--- config.mk ---
export PLATFORM = sky130hd
export DESIGN_NAME = zero_width_pair_command_decoder_flat
export DESIGN_NICKNAME = d
export VERILOG_FILES = /design/src/rtl/zwpcd_pkg.sv /design/src/rtl/zwpcd_if.sv /design/src/rtl/zwpcd_decode.sv /design/src/rtl/zwpcd_out_reg.sv /design/src/rtl/zero_width_pair_command_decoder.sv /design/src/flat_wrapper.sv
export SDC_FILE = /design/constraint.sdc
export NUM_CORES = 1
export LEC_CHECK = 0
export ABC_CLOCK_PERIOD_IN_PS = 12100
export BUFFER_PORTS_ARGS = -buffer_cell sky130_fd_sc_hd__buf_4
export CORE_AREA = 2 2 45 47
export DETAILED_ROUTE_END_ITERATION = 8
export DIE_AREA = 0 0 47 49
export GPL_ROUTABILITY_DRIVEN = 0
export PLACE_DENSITY = 0.78
export SYNTH_ARGS = -nofsm -noshare
export SYNTH_HDL_FRONTEND = slang
export SYNTH_SLANG_ARGS = --single-unit
--- constraint.sdc ---
create_clock -name i_clk -period 12.1 [get_ports i_clk]
set_input_delay 3.63 -clock i_clk [delete_from_list [all_inputs] [get_ports i_clk]]
set_output_delay 3.63 -clock i_clk [all_outputs]
set_load 0.02 [all_outputs]
--- src/rtl/zwpcd_pkg.sv ---
// ----------------------------------------------------------------------------
// zwpcd_pkg: shared types and constants for the zero-width pair decoder
// Byte codes of the zero-width characters, prefix progress encoding and
// the decode result structure handed to the output register.
// ----------------------------------------------------------------------------
package zwpcd_pkg;

    localparam int unsigned ByteW = 8;
    localparam int unsigned CmdW  = 3;
    localparam int unsigned SymW  = 2;

    localparam logic [ByteW-1:0] LEAD_BYTE  = 8'hE2;
    localparam logic [ByteW-1:0] MID_BYTE   = 8'h80;
    localparam logic [ByteW-1:0] SYM1_BYTE  = 8'h8B;
    localparam logic [ByteW-1:0] SYM2_BYTE  = 8'h8C;
    localparam logic [ByteW-1:0] SYM3_BYTE  = 8'h8D;
    localparam logic [ByteW-1:0] SPACE_BYTE = 8'h20;

    localparam logic [SymW-1:0] SYM_NONE = 2'd0;
    localparam logic [SymW-1:0] SYM_ONE  = 2'd1;
    localparam logic [SymW-1:0] SYM_TWO  = 2'd2;
    localparam logic [SymW-1:0] SYM_THREE = 2'd3;

    // Pair three-three yields this code and is dropped
    localparam logic [3:0] DROPPED_CODE = 4'd8;

    typedef enum logic [1:0] {
        PFX_NONE = 2'd0,
        PFX_LEAD = 2'd1,
        PFX_MID  = 2'd2
    } t_prefix;

    typedef struct packed {
        logic            valid;
        logic [CmdW-1:0] command;
    } t_dec_result;

    function automatic logic [SymW-1:0] symbol_of(input logic [ByteW-1:0] b);
        logic [SymW-1:0] s;
        s = SYM_NONE;
        if (b == SYM1_BYTE) s = SYM_ONE;
        else if (b == SYM2_BYTE) s = SYM_TWO;
        else if (b == SYM3_BYTE) s = SYM_THREE;
        return s;
    endfunction

    // code = (first - 1) * 3 + (second - 1), both symbols nonzero
    function automatic logic [3:0] pair_code(input logic [SymW-1:0] first,
                                             input logic [SymW-1:0] second);
        logic [3:0] f;
        logic [3:0] s;
        f = {2'b00, first - SYM_ONE};
        s = {2'b00, second - SYM_ONE};
        return (f << 1) + f + s;
    endfunction

endpackage

--- src/rtl/zwpcd_if.sv ---
// ----------------------------------------------------------------------------
// zwpcd_if: valid/ready channels of the zero-width pair decoder
// Byte channel into the decoder and command channel out of it.
// ----------------------------------------------------------------------------
interface zwpcd_in_if;
    import zwpcd_pkg::*;

    logic             valid;
    logic             ready;
    logic [ByteW-1:0] data_byte;
    logic             end_of_stream;

    modport source (output valid, output data_byte, output end_of_stream, input ready);
    modport sink   (input valid, input data_byte, input end_of_stream, output ready);
endinterface

interface zwpcd_out_if;
    import zwpcd_pkg::*;

    logic            valid;
    logic            ready;
    logic [CmdW-1:0] command;

    modport source (output valid, output command, input ready);
    modport sink   (input valid, input command, output ready);
endinterface

--- src/rtl/zwpcd_decode.sv ---
// ----------------------------------------------------------------------------
// zwpcd_decode: prefix tracking and symbol pairing
// Holds prefix progress and the pending first symbol; forms one command
// from two symbols. State advances only when a byte leaves the input stage.
// ----------------------------------------------------------------------------
module zwpcd_decode (
    input  logic                              i_clk,
    input  logic                              i_rst_n,
    input  logic                              i_advance,
    input  logic [zwpcd_pkg::ByteW-1:0]       i_byte,
    input  logic                              i_eos,
    output zwpcd_pkg::t_dec_result            o_res,
    output logic                              o_idle
);
    import zwpcd_pkg::*;

    t_prefix         r_prefix, n_prefix;
    logic [SymW-1:0] r_pending, n_pending;
    logic [SymW-1:0] w_sym;
    logic            w_break;
    logic [3:0]      w_code;

    // Next prefix progress and symbol detection
    always_comb begin
        n_prefix = PFX_NONE;
        w_sym    = SYM_NONE;
        w_break  = 1'b0;
        case (r_prefix)
            PFX_LEAD: begin
                if (i_byte == MID_BYTE) begin
                    n_prefix = PFX_MID;
                end else begin
                    w_break  = 1'b1;
                    n_prefix = (i_byte == LEAD_BYTE) ? PFX_LEAD : PFX_NONE;
                end
            end
            PFX_MID: begin
                w_sym = symbol_of(i_byte);
                if (w_sym == SYM_NONE) begin
                    w_break  = 1'b1;
                    n_prefix = (i_byte == LEAD_BYTE) ? PFX_LEAD : PFX_NONE;
                end
            end
            default: begin
                if (i_byte == LEAD_BYTE) begin
                    n_prefix = PFX_LEAD;
                end else if (i_byte != SPACE_BYTE) begin
                    w_break = 1'b1;
                end
            end
        endcase
    end

    // Pairing and command result
    always_comb begin
        w_code        = pair_code(r_pending, w_sym);
        n_pending     = w_break ? SYM_NONE : r_pending;
        o_res.valid   = 1'b0;
        o_res.command = w_code[CmdW-1:0];
        if (w_sym != SYM_NONE) begin
            if (r_pending == SYM_NONE) begin
                n_pending = w_sym;
            end else begin
                n_pending   = SYM_NONE;
                o_res.valid = (w_code != DROPPED_CODE);
            end
        end
    end

    always_ff @(posedge i_clk) begin
        if (!i_rst_n) begin
            r_prefix  <= PFX_NONE;
            r_pending <= SYM_NONE;
        end else if (i_advance) begin
            // Drop leftover prefix and lone symbol at end of stream
            r_prefix  <= i_eos ? PFX_NONE : n_prefix;
            r_pending <= i_eos ? SYM_NONE : n_pending;
        end
    end

    assign o_idle = (r_prefix == PFX_NONE) && (r_pending == SYM_NONE);

endmodule

--- src/rtl/zwpcd_out_reg.sv ---
// ----------------------------------------------------------------------------
// zwpcd_out_reg: command result register
// Holds one command until the downstream transfer completes.
// ----------------------------------------------------------------------------
module zwpcd_out_reg (
    input  logic                          i_clk,
    input  logic                          i_rst_n,
    input  logic                          i_load,
    input  zwpcd_pkg::t_dec_result        i_res,
    input  logic                          i_ready,
    output logic                          o_valid,
    output logic [zwpcd_pkg::CmdW-1:0]    o_command,
    output logic                          o_can_take
);
    import zwpcd_pkg::*;

    logic            r_valid;
    logic [CmdW-1:0] r_command;

    assign o_can_take = !r_valid || i_ready;

    always_ff @(posedge i_clk) begin
        if (!i_rst_n) begin
            r_valid <= 1'b0;
        end else if (i_load && i_res.valid) begin
            r_valid <= 1'b1;
        end else if (i_ready) begin
            r_valid <= 1'b0;
        end
    end

    always_ff @(posedge i_clk) begin
        if (i_load && i_res.valid) begin
            r_command <= i_res.command;
        end
    end

    assign o_valid   = r_valid;
    assign o_command = r_command;

endmodule

--- src/rtl/zero_width_pair_command_decoder.sv ---
// ----------------------------------------------------------------------------
// zero_width_pair_command_decoder: zero-width character pair to command
// Path: a byte that completes a command passes the input register, then
//   decode and the result register, before it shows on o_out.
// Throughput: one byte per cycle while the result register can take each
//   command, set by the single decode step between the input register
//   and the result register; a command byte stalls while that is full.
// Reset: synchronous, active low; clears prefix progress, the pending
//   symbol and both valid flags.
// ----------------------------------------------------------------------------
module zero_width_pair_command_decoder (
    input  logic         i_clk,
    input  logic         i_rst_n,
    zwpcd_in_if.sink     i_in,
    zwpcd_out_if.source  o_out
);
    import zwpcd_pkg::*;

    // Input register: one raw byte with its end-of-stream mark
    logic             r_in_valid;
    logic [ByteW-1:0] r_in_byte;
    logic             r_in_eos;

    t_dec_result w_res;
    logic        w_idle;
    logic        w_out_can_take;
    logic        w_advance;

    // A byte leaves the input register when it yields no command, or when
    // the result register can take the command it yields.
    assign w_advance = r_in_valid && (!w_res.valid || w_out_can_take);

    // Accept a new byte whenever the input register empties this cycle
    assign i_in.ready = !r_in_valid || w_advance;

    always_ff @(posedge i_clk) begin
        if (!i_rst_n) begin
            r_in_valid <= 1'b0;
        end else if (i_in.ready) begin
            r_in_valid <= i_in.valid;
        end
    end

    always_ff @(posedge i_clk) begin
        if (i_in.valid && i_in.ready) begin
            r_in_byte <= i_in.data_byte;
            r_in_eos  <= i_in.end_of_stream;
        end
    end

    // Decode: prefix tracking, symbol pairing, end-of-stream clear
    zwpcd_decode u_decode (
        .i_clk     (i_clk),
        .i_rst_n   (i_rst_n),
        .i_advance (w_advance),
        .i_byte    (r_in_byte),
        .i_eos     (r_in_eos),
        .o_res     (w_res),
        .o_idle    (w_idle)
    );

    // Result register: hold the command until the output transfer
    zwpcd_out_reg u_out_reg (
        .i_clk      (i_clk),
        .i_rst_n    (i_rst_n),
        .i_load     (w_advance),
        .i_res      (w_res),
        .i_ready    (o_out.ready),
        .o_valid    (o_out.valid),
        .o_command  (o_out.command),
        .o_can_take (w_out_can_take)
    );

`ifndef SYNTHESIS
    // A stalled byte stays in the input register unchanged
    a_in_hold: assert property (@(posedge i_clk) disable iff (!i_rst_n)
        (r_in_valid && !w_advance) |=> (r_in_valid && $stable(r_in_byte)
                                        && $stable(r_in_eos)))
        else $error("input register lost a stalled byte");

    // A command produced by decode appears at the output next cycle
    a_cmd_out: assert property (@(posedge i_clk) disable iff (!i_rst_n)
        (w_advance && w_res.valid) |=> (o_out.valid
                                        && o_out.command == $past(w_res.command)))
        else $error("decoded command did not reach the output");

    // The last byte of a stream leaves the decoder with clear state
    a_eos_clear: assert property (@(posedge i_clk) disable iff (!i_rst_n)
        (w_advance && r_in_eos) |=> w_idle)
        else $error("decoder state not cleared after end of stream");
`endif

endmodule
--- src/flat_wrapper.sv ---
// flat-port wrapper written by rule: the top's interface ports become plain ports
module zero_width_pair_command_decoder_flat import zwpcd_pkg::*;
  (i_clk, i_rst_n, i_in_valid, i_in_data_byte, i_in_end_of_stream, i_in_ready, o_out_valid, o_out_command, o_out_ready);
  zwpcd_in_if i_in_i ();
  zwpcd_out_if o_out_i ();
  input  logic i_clk;
  input  logic i_rst_n;
  input wire logic [$bits(i_in_i.valid)-1:0] i_in_valid;
  input wire logic [$bits(i_in_i.data_byte)-1:0] i_in_data_byte;
  input wire logic [$bits(i_in_i.end_of_stream)-1:0] i_in_end_of_stream;
  output wire logic [$bits(i_in_i.ready)-1:0] i_in_ready;
  output wire logic [$bits(o_out_i.valid)-1:0] o_out_valid;
  output wire logic [$bits(o_out_i.command)-1:0] o_out_command;
  input wire logic [$bits(o_out_i.ready)-1:0] o_out_ready;
  assign i_in_i.valid = i_in_valid;
  assign i_in_i.data_byte = i_in_data_byte;
  assign i_in_i.end_of_stream = i_in_end_of_stream;
  assign i_in_ready = i_in_i.ready;
  assign o_out_valid = o_out_i.valid;
  assign o_out_command = o_out_i.command;
  assign o_out_i.ready = o_out_ready;
  zero_width_pair_command_decoder u_core (.i_clk(i_clk), .i_rst_n(i_rst_n), .i_in(i_in_i), .o_out(o_out_i));
endmodule
==> results of run 1 <==
[worst max-delay path by stage]
stage	slack [ns]	end	cells after the start
final	4.06	i_in_ready	4
after global routing	4.02	i_in_ready	4
after CTS	4.06	i_in_ready	4
after detailed placement	4.07	i_in_ready	4
after global placement	4.08	i_in_ready	4
after floorplan	4.31	i_in_ready	2
[worst min-delay path: cells and delay by family, from the launching register on]
family	cells	cell delay, ns
DFF	1	0.33
and+or+nand+nor	1	0.07
AOI/OAI and AO/OA	1	0.05
[registers in the layout, summed over array words and instances (netlist names)]
| signal | flops |
|---|---|
| u_core.r_in_byte | 8 |
| u_core.r_in_eos | 1 |
| u_core.r_in_valid | 1 |
| u_core.u_decode.r_pending | 2 |
| u_core.u_decode.r_prefix | 2 |
| u_core.u_out_reg.o_command | 3 |
| u_core.u_out_reg.o_valid | 1 |
[per-layer routing]
metal	routed length [µm]	track usage	up-vias
li1	-	-	352
met2	884	0.290	16
met4	38	0.0833	0
met1	660	0.177	315
met3	54	0.0222	6
met5	0	0	-
[Yosys cell counts, types with 2 or more instances]
library cell,count,share of area
nand3_1,3,0.015
and2_1,3,0.019
nor3_1,2,0.010
xnor2_1,2,0.018
edfxtp_1,12,0.37
ha_1,6,0.077
o21ai_1,2,0.010
inv_1,6,0.023
nor2b_1,2,0.013
nand2_1,8,0.031
a21boi_0,3,0.023
nor2_1,3,0.012
mux2i_1,2,0.021
dfxtp_1,6,0.12
o21ai_0,2,0.010
[layout make-up]
type / count / share of cell area
tap: 27 / 0.0288
clock buffer: 4 / 0.0309
inverter: 6 / 0.0192
sequential: 18 / 0.409
multi-input combinational: 60 / 0.403
timing repair buffer: 17 / 0.109
[where the power goes]
part           total (mW)  internal (mW)  leakage, nW  switching, mW
Combinational     0.00803        0.00476        0.239        0.00327
Clock              0.0367         0.0183       0.0210         0.0184
Sequential         0.0710         0.0683        0.165        0.00267
[through the flow]
stage	instances	setup WS [ns]	total power, mW
after floorplan	84	4.31	0.0759
after global placement	128	4.08	0.0800
after detailed placement	128	4.07	0.0804
after CTS	132	4.06	0.117
after global routing	132	4.02	0.120
final	132	4.06	0.116
[logic make-up (layout without fill, tap and decap cells)]
logic type,count (synthesis),after routing,synth area share
XOR/XNOR,2,2,0.0180
buffers and inverters,6,27,0.0231
flip-flops,18,18,0.492
multiplexers,2,2,0.0205
AND/OR/NAND/NOR,36,36,0.247
adder cells (fa/ha/maj),7,7,0.0974
AO/OA/AOI/OAI,13,13,0.101
==> results.sh, run 1 <==
export IMPL_totalNegativeSetupSlack_ns=0
export IMPL_avgRoutedWirePerCell_um=12.4
export IMPL_n_fill_cell=156
export IMPL_cts_root_buf="clkbuf_4"
export IMPL_synth_area_um2=976
export IMPL_die_h_um=49
export IMPL_globalRouteTotalUtil=0.163
export IMPL_layout_common_cells="buf_4 (17), edfxtp_1 (12), nand2_1 (8)"
export IMPL_synth_enable_flop_cells=12
export IMPL_powerDensity_nw_per_um2=98.6
export IMPL_grt_antenna_before_repair=0
export IMPL_post_route_period_util=0.665
export IMPL_num_rows=16
export IMPL_skew_ns=0.00353
export IMPL_drc=0
export IMPL_overflow=0
export IMPL_reg2reg_slack_ns=8.26
export IMPL_wirelength_um=1640
export IMPL_grt_pass1_wl_um=2670
export IMPL_drv_cap=0
export IMPL_num_antenna_cells=0
export IMPL_multi_input_area_um2=473
export IMPL_core_area_um2=1840
export IMPL_holdPathEnd="u_core.u_decode.r_pending[0]"
export IMPL_p_leak_nw=0.425
export IMPL_ys_async_sr_fraction=0
export IMPL_critPathBufInv=2
export IMPL_path_cells="buf_4 > nand2b_1 > or2_2 > buf_4"
export IMPL_period_minus_slack_ns=8.04
export IMPL_grt_pass1_vias=673
export IMPL_layout_drive_gt1_share=0.305
export IMPL_clock_latency_ns=0.29
export IMPL_timing_rr_end="u_core.r_in_byte[2]"
export IMPL_crit_arrival_ns=4.41
export IMPL_start_util=0.530
export IMPL_ctsHoldBuffers=0
export IMPL_post_dp_cell_area_um2=1140
export IMPL_r2r_start="u_core.r_in_byte[4]"
export IMPL_dieArea_um2=2300
export IMPL_slew_viol_final=0
export IMPL_final_antenna_net_count=0
export IMPL_cp_startpoint="o_out_ready"
export IMPL_slowest_delay_ns=0.33
export IMPL_max_freq_mhz=124
export IMPL_dr_pass1_iters=4
export IMPL_fin_area_um2=1170
export IMPL_vias=689
export IMPL_die_x_um=47
export IMPL_seq_area_um2=480
export IMPL_tightest_slew_ns=0.575
export IMPL_yosys_warnings=0
export IMPL_synth_nets=104
export IMPL_nNetsFinal=126
export IMPL_cts_max_level=1
export IMPL_cpMaxStageDelayCell="or2_2"
export IMPL_via_per_inst=5.22
export IMPL_cp_required_ns=8.47
export IMPL_endpoint_kind="output pin"
export IMPL_min_path_type="register to register"
export IMPL_clkTransAtPathRegs_ns=0.10
export IMPL_outcome="finished clean"
export IMPL_syn2layout_area_growth_pct=20.3
export IMPL_grt_max_degree=11
export IMPL_io_buffers=17
export IMPL_cp_max_fo=4
export IMPL_hold_viol=0
export IMPL_utilization=0.637
export IMPL_slew_limit_headroom=0.612
export IMPL_rsz0062_at_grt="false"
export IMPL_critPathKind="primary input to output pin"
export IMPL_holdPathStages=2
export IMPL_hp_start="u_core.u_decode.r_pending[0]"
export IMPL_synthFlopType="edfxtp_1"
export IMPL_ys_seq_area_frac=0.492
export IMPL_setup_violations=0
export IMPL_whs_ns=0.490
export IMPL_cts_setup_buffers=0
export IMPL_cts_tree="done"
export IMPL_cts_sink_count=18
export IMPL_ys_ff_latch=18
export IMPL_avgSynthCellArea_um2=11.6
export IMPL_peakVddDrop_uv=77.5
export IMPL_ys_types=37
export IMPL_drtIter0Drc=13
export IMPL_post_cts_resized=0
export IMPL_start_kind="primary input"
export IMPL_rr_worst_depth=13
export IMPL_critical_path_top_delay_family="simple AND/OR/NAND/NOR gates"
export IMPL_cts_buffers=3
export IMPL_cp_common_cell="buf_4"
export IMPL_synth_cells=84
export IMPL_io_pins=18
export IMPL_layout_commonest_cell="buf_4"
export IMPL_clockBufferDepth=2
export IMPL_hpwl_um=1320
No activity file was read; power rests on OpenSTA's default activity.
==> inputs of run 2 (changes only) <==
--- a/config.mk
+++ b/config.mk
@@ -5,13 +5,13 @@
 export SDC_FILE = /design/constraint.sdc
 export NUM_CORES = 1
 export LEC_CHECK = 0
-export ABC_CLOCK_PERIOD_IN_PS = 12100
+export ABC_CLOCK_PERIOD_IN_PS = 8350
 export BUFFER_PORTS_ARGS = -buffer_cell sky130_fd_sc_hd__buf_4
-export CORE_AREA = 2 2 45 47
+export CORE_AREA = 2 2 46 48
 export DETAILED_ROUTE_END_ITERATION = 8
-export DIE_AREA = 0 0 47 49
+export DIE_AREA = 0 0 48 50
 export GPL_ROUTABILITY_DRIVEN = 0
-export PLACE_DENSITY = 0.78
+export PLACE_DENSITY = 0.75
 export SYNTH_ARGS = -nofsm -noshare
 export SYNTH_HDL_FRONTEND = slang
 export SYNTH_SLANG_ARGS = --single-unit
==> constraint.sdc (replaced) <==
create_clock -name i_clk -period 8.35 [get_ports i_clk]
set_input_delay 2.505 -clock i_clk [delete_from_list [all_inputs] [get_ports i_clk]]
set_output_delay 2.505 -clock i_clk [all_outputs]
set_load 0.02 [all_outputs]
==> results.sh, run 2 (same netlist as run 1, synthesis figures left out) <==
export IMPL_outcome="finished clean"
export IMPL_rr_worst_depth=13
export IMPL_wirelength_um=1660
export IMPL_io_buffers=17
export IMPL_drc=0
export IMPL_clockBufferDepth=2
export IMPL_p_switching_mw=0.0352
export IMPL_post_route_period_util=0.750
export IMPL_post_dp_cell_area_um2=1140
export IMPL_powerDensity_nw_per_um2=136
export IMPL_cts_setup_buffers=0
export IMPL_fin_area_um2=1160
export IMPL_grt_antenna_before_repair=0
export IMPL_cts_buffers=3
export IMPL_path_cells="nor4b_4 > and3_4 > o211ai_1 > ha_1 > xnor2_1 > xnor2_1 > ha_1 > fa_1 > nor4b_2 > nor3_1 > nand2_1 > or2_2 > buf_4"
export IMPL_clock_latency_ns=0.29
export IMPL_core_area_um2=1900
export IMPL_globalRouteTotalUtil=0.178
export IMPL_p_sw_frac=0.222
export IMPL_drtIter0Drc=14
export IMPL_syn2layout_area_growth_pct=19.2
export IMPL_max_freq_mhz=160
export IMPL_n_fill_cell=175
export IMPL_hold_viol=0
export IMPL_grt_pass1_vias=699
export IMPL_use_met1=0.248
export IMPL_die_x_um=48
export IMPL_avgRoutedWirePerCell_um=12.6
export IMPL_num_antenna_cells=0
export IMPL_dr_pass1_iters=5
export IMPL_period_minus_slack_ns=6.27
export IMPL_drv_cap=0
export IMPL_final_antenna_net_count=0
export IMPL_cp_required_ns=5.85
export IMPL_start_kind="register"
export IMPL_totalNegativeSetupSlack_ns=0
export IMPL_io_pins=18
export IMPL_cpMaxStageDelayCell="fa_1"
export IMPL_clockPowerShare=0.278
export IMPL_cts_root_buf="clkbuf_4"
export IMPL_slowest_delay_ns=0.59
export IMPL_hpwl_um=1320
export IMPL_cts_tree="done"
export IMPL_p_leak_nw=0.420
export IMPL_setup_violations=0
export IMPL_regMostFlops="u_core.r_in_byte"
export IMPL_clkTransAtPathRegs_ns=0.10
export IMPL_cts_sink_count=18
export IMPL_rsz0062_at_grt="false"
export IMPL_p_seq_frac=0.649
export IMPL_peakVddDrop_uv=109
export IMPL_die_h_um=50
export IMPL_layout_commonest_cell="buf_4"
export IMPL_layout_drive_gt1_share=0.295
export IMPL_grt_busiest_layer="met2"
export IMPL_utilization=0.612
export IMPL_gr_usage_met2=0.264
export IMPL_endpoint_kind="output pin"
export IMPL_tightest_slew_ns=0.637
export IMPL_slew_limit_headroom=0.571
export IMPL_nNetsFinal=126
export IMPL_num_rows=16
export IMPL_layout_common_cells="buf_4 (17), edfxtp_1 (12), nand2_1 (8)"
export IMPL_crit_arrival_ns=3.76
export IMPL_grt_max_degree=11
export IMPL_holdPathStages=2
export IMPL_largest_register_ffs=8
export IMPL_skew_ns=0.00340
export IMPL_pwr_share_comb=0.073
export IMPL_overflow=0
export IMPL_slew_viol_final=0
export IMPL_post_cts_resized=0
export IMPL_met3_usage=0.0220
export IMPL_cp_max_fo=4
export IMPL_grt_pass1_wl_um=3020
export IMPL_internal_power_mw=0.123
export IMPL_via_per_inst=5.32
export IMPL_min_path_type="register to register"
export IMPL_cts_max_level=1
export IMPL_ctsHoldBuffers=0
export IMPL_start_util=0.513
export IMPL_critPathKind="register to output pin"
export IMPL_vias=702
export IMPL_dieArea_um2=2400
run 2: final cells by class:
cell class	instances	area (µm²)	share of cell area
sequential	18	480	0.413
multi-input combinational	60	473	0.406
timing repair buffer	17	128	0.110
tap	27	33.8	0.0290
clock buffer	3	22.5	0.0194
inverter	6	22.5	0.0194
clock inverter	1	3.75	0.00323
run 2: path summary, 6_finish.rpt:
check                              startpoint                           to  slack [ns]
setup / recovery          u_core.r_in_byte[4]                   i_in_ready        2.08
hold / removal    u_core.u_decode.r_prefix[0]  u_core.u_decode.r_prefix[0]        0.49
setup reg to reg          u_core.r_in_byte[4]          u_core.r_in_byte[7]        4.47
hold reg to reg   u_core.u_decode.r_prefix[0]  u_core.u_decode.r_prefix[0]        0.49
run 2: metal layers:
metal | part of all wire | up-vias
li1 | - | 352
met1 | 0.44 | 324
met2 | 0.51 | 22
met3 | 0.043 | 4
met4 | 0.013 | 0
met5 | 0 | -
run 2: worst max-delay path, delay by kind of cell, from the launching register on:
kind	cells	cell delay, ns
adders and majority gates	3	1.17
and+or+nand+nor	6	1.28
AOI/OAI and AO/OA	1	0.12
buffers and inverters	1	0.16
xor gates and xnor gates	2	0.31
DFF	1	0.44
run 2: per-stage QoR:
step	power, mW	worst slack [ns]	hold WS, ns	instances
floorplan	0.110	2.80	0.454	84
detailed placement	0.116	2.45	0.476	128
CTS	0.161	2.10	0.491	132
finish	0.158	2.08	0.486	132
global placement	0.116	2.58	0.472	128
global route	0.167	1.85	0.519	132
run 2: power by group through the flow:
stage	Clock [mW]	Sequential, mW	Combinational, mW
CTS	0.0463	0.103	0.0116
detailed placement	0	0.105	0.0115
finish	0.0441	0.103	0.0116
floorplan	0	0.104	0.00604
global route	0.0501	0.104	0.0128
global placement	0	0.105	0.0113
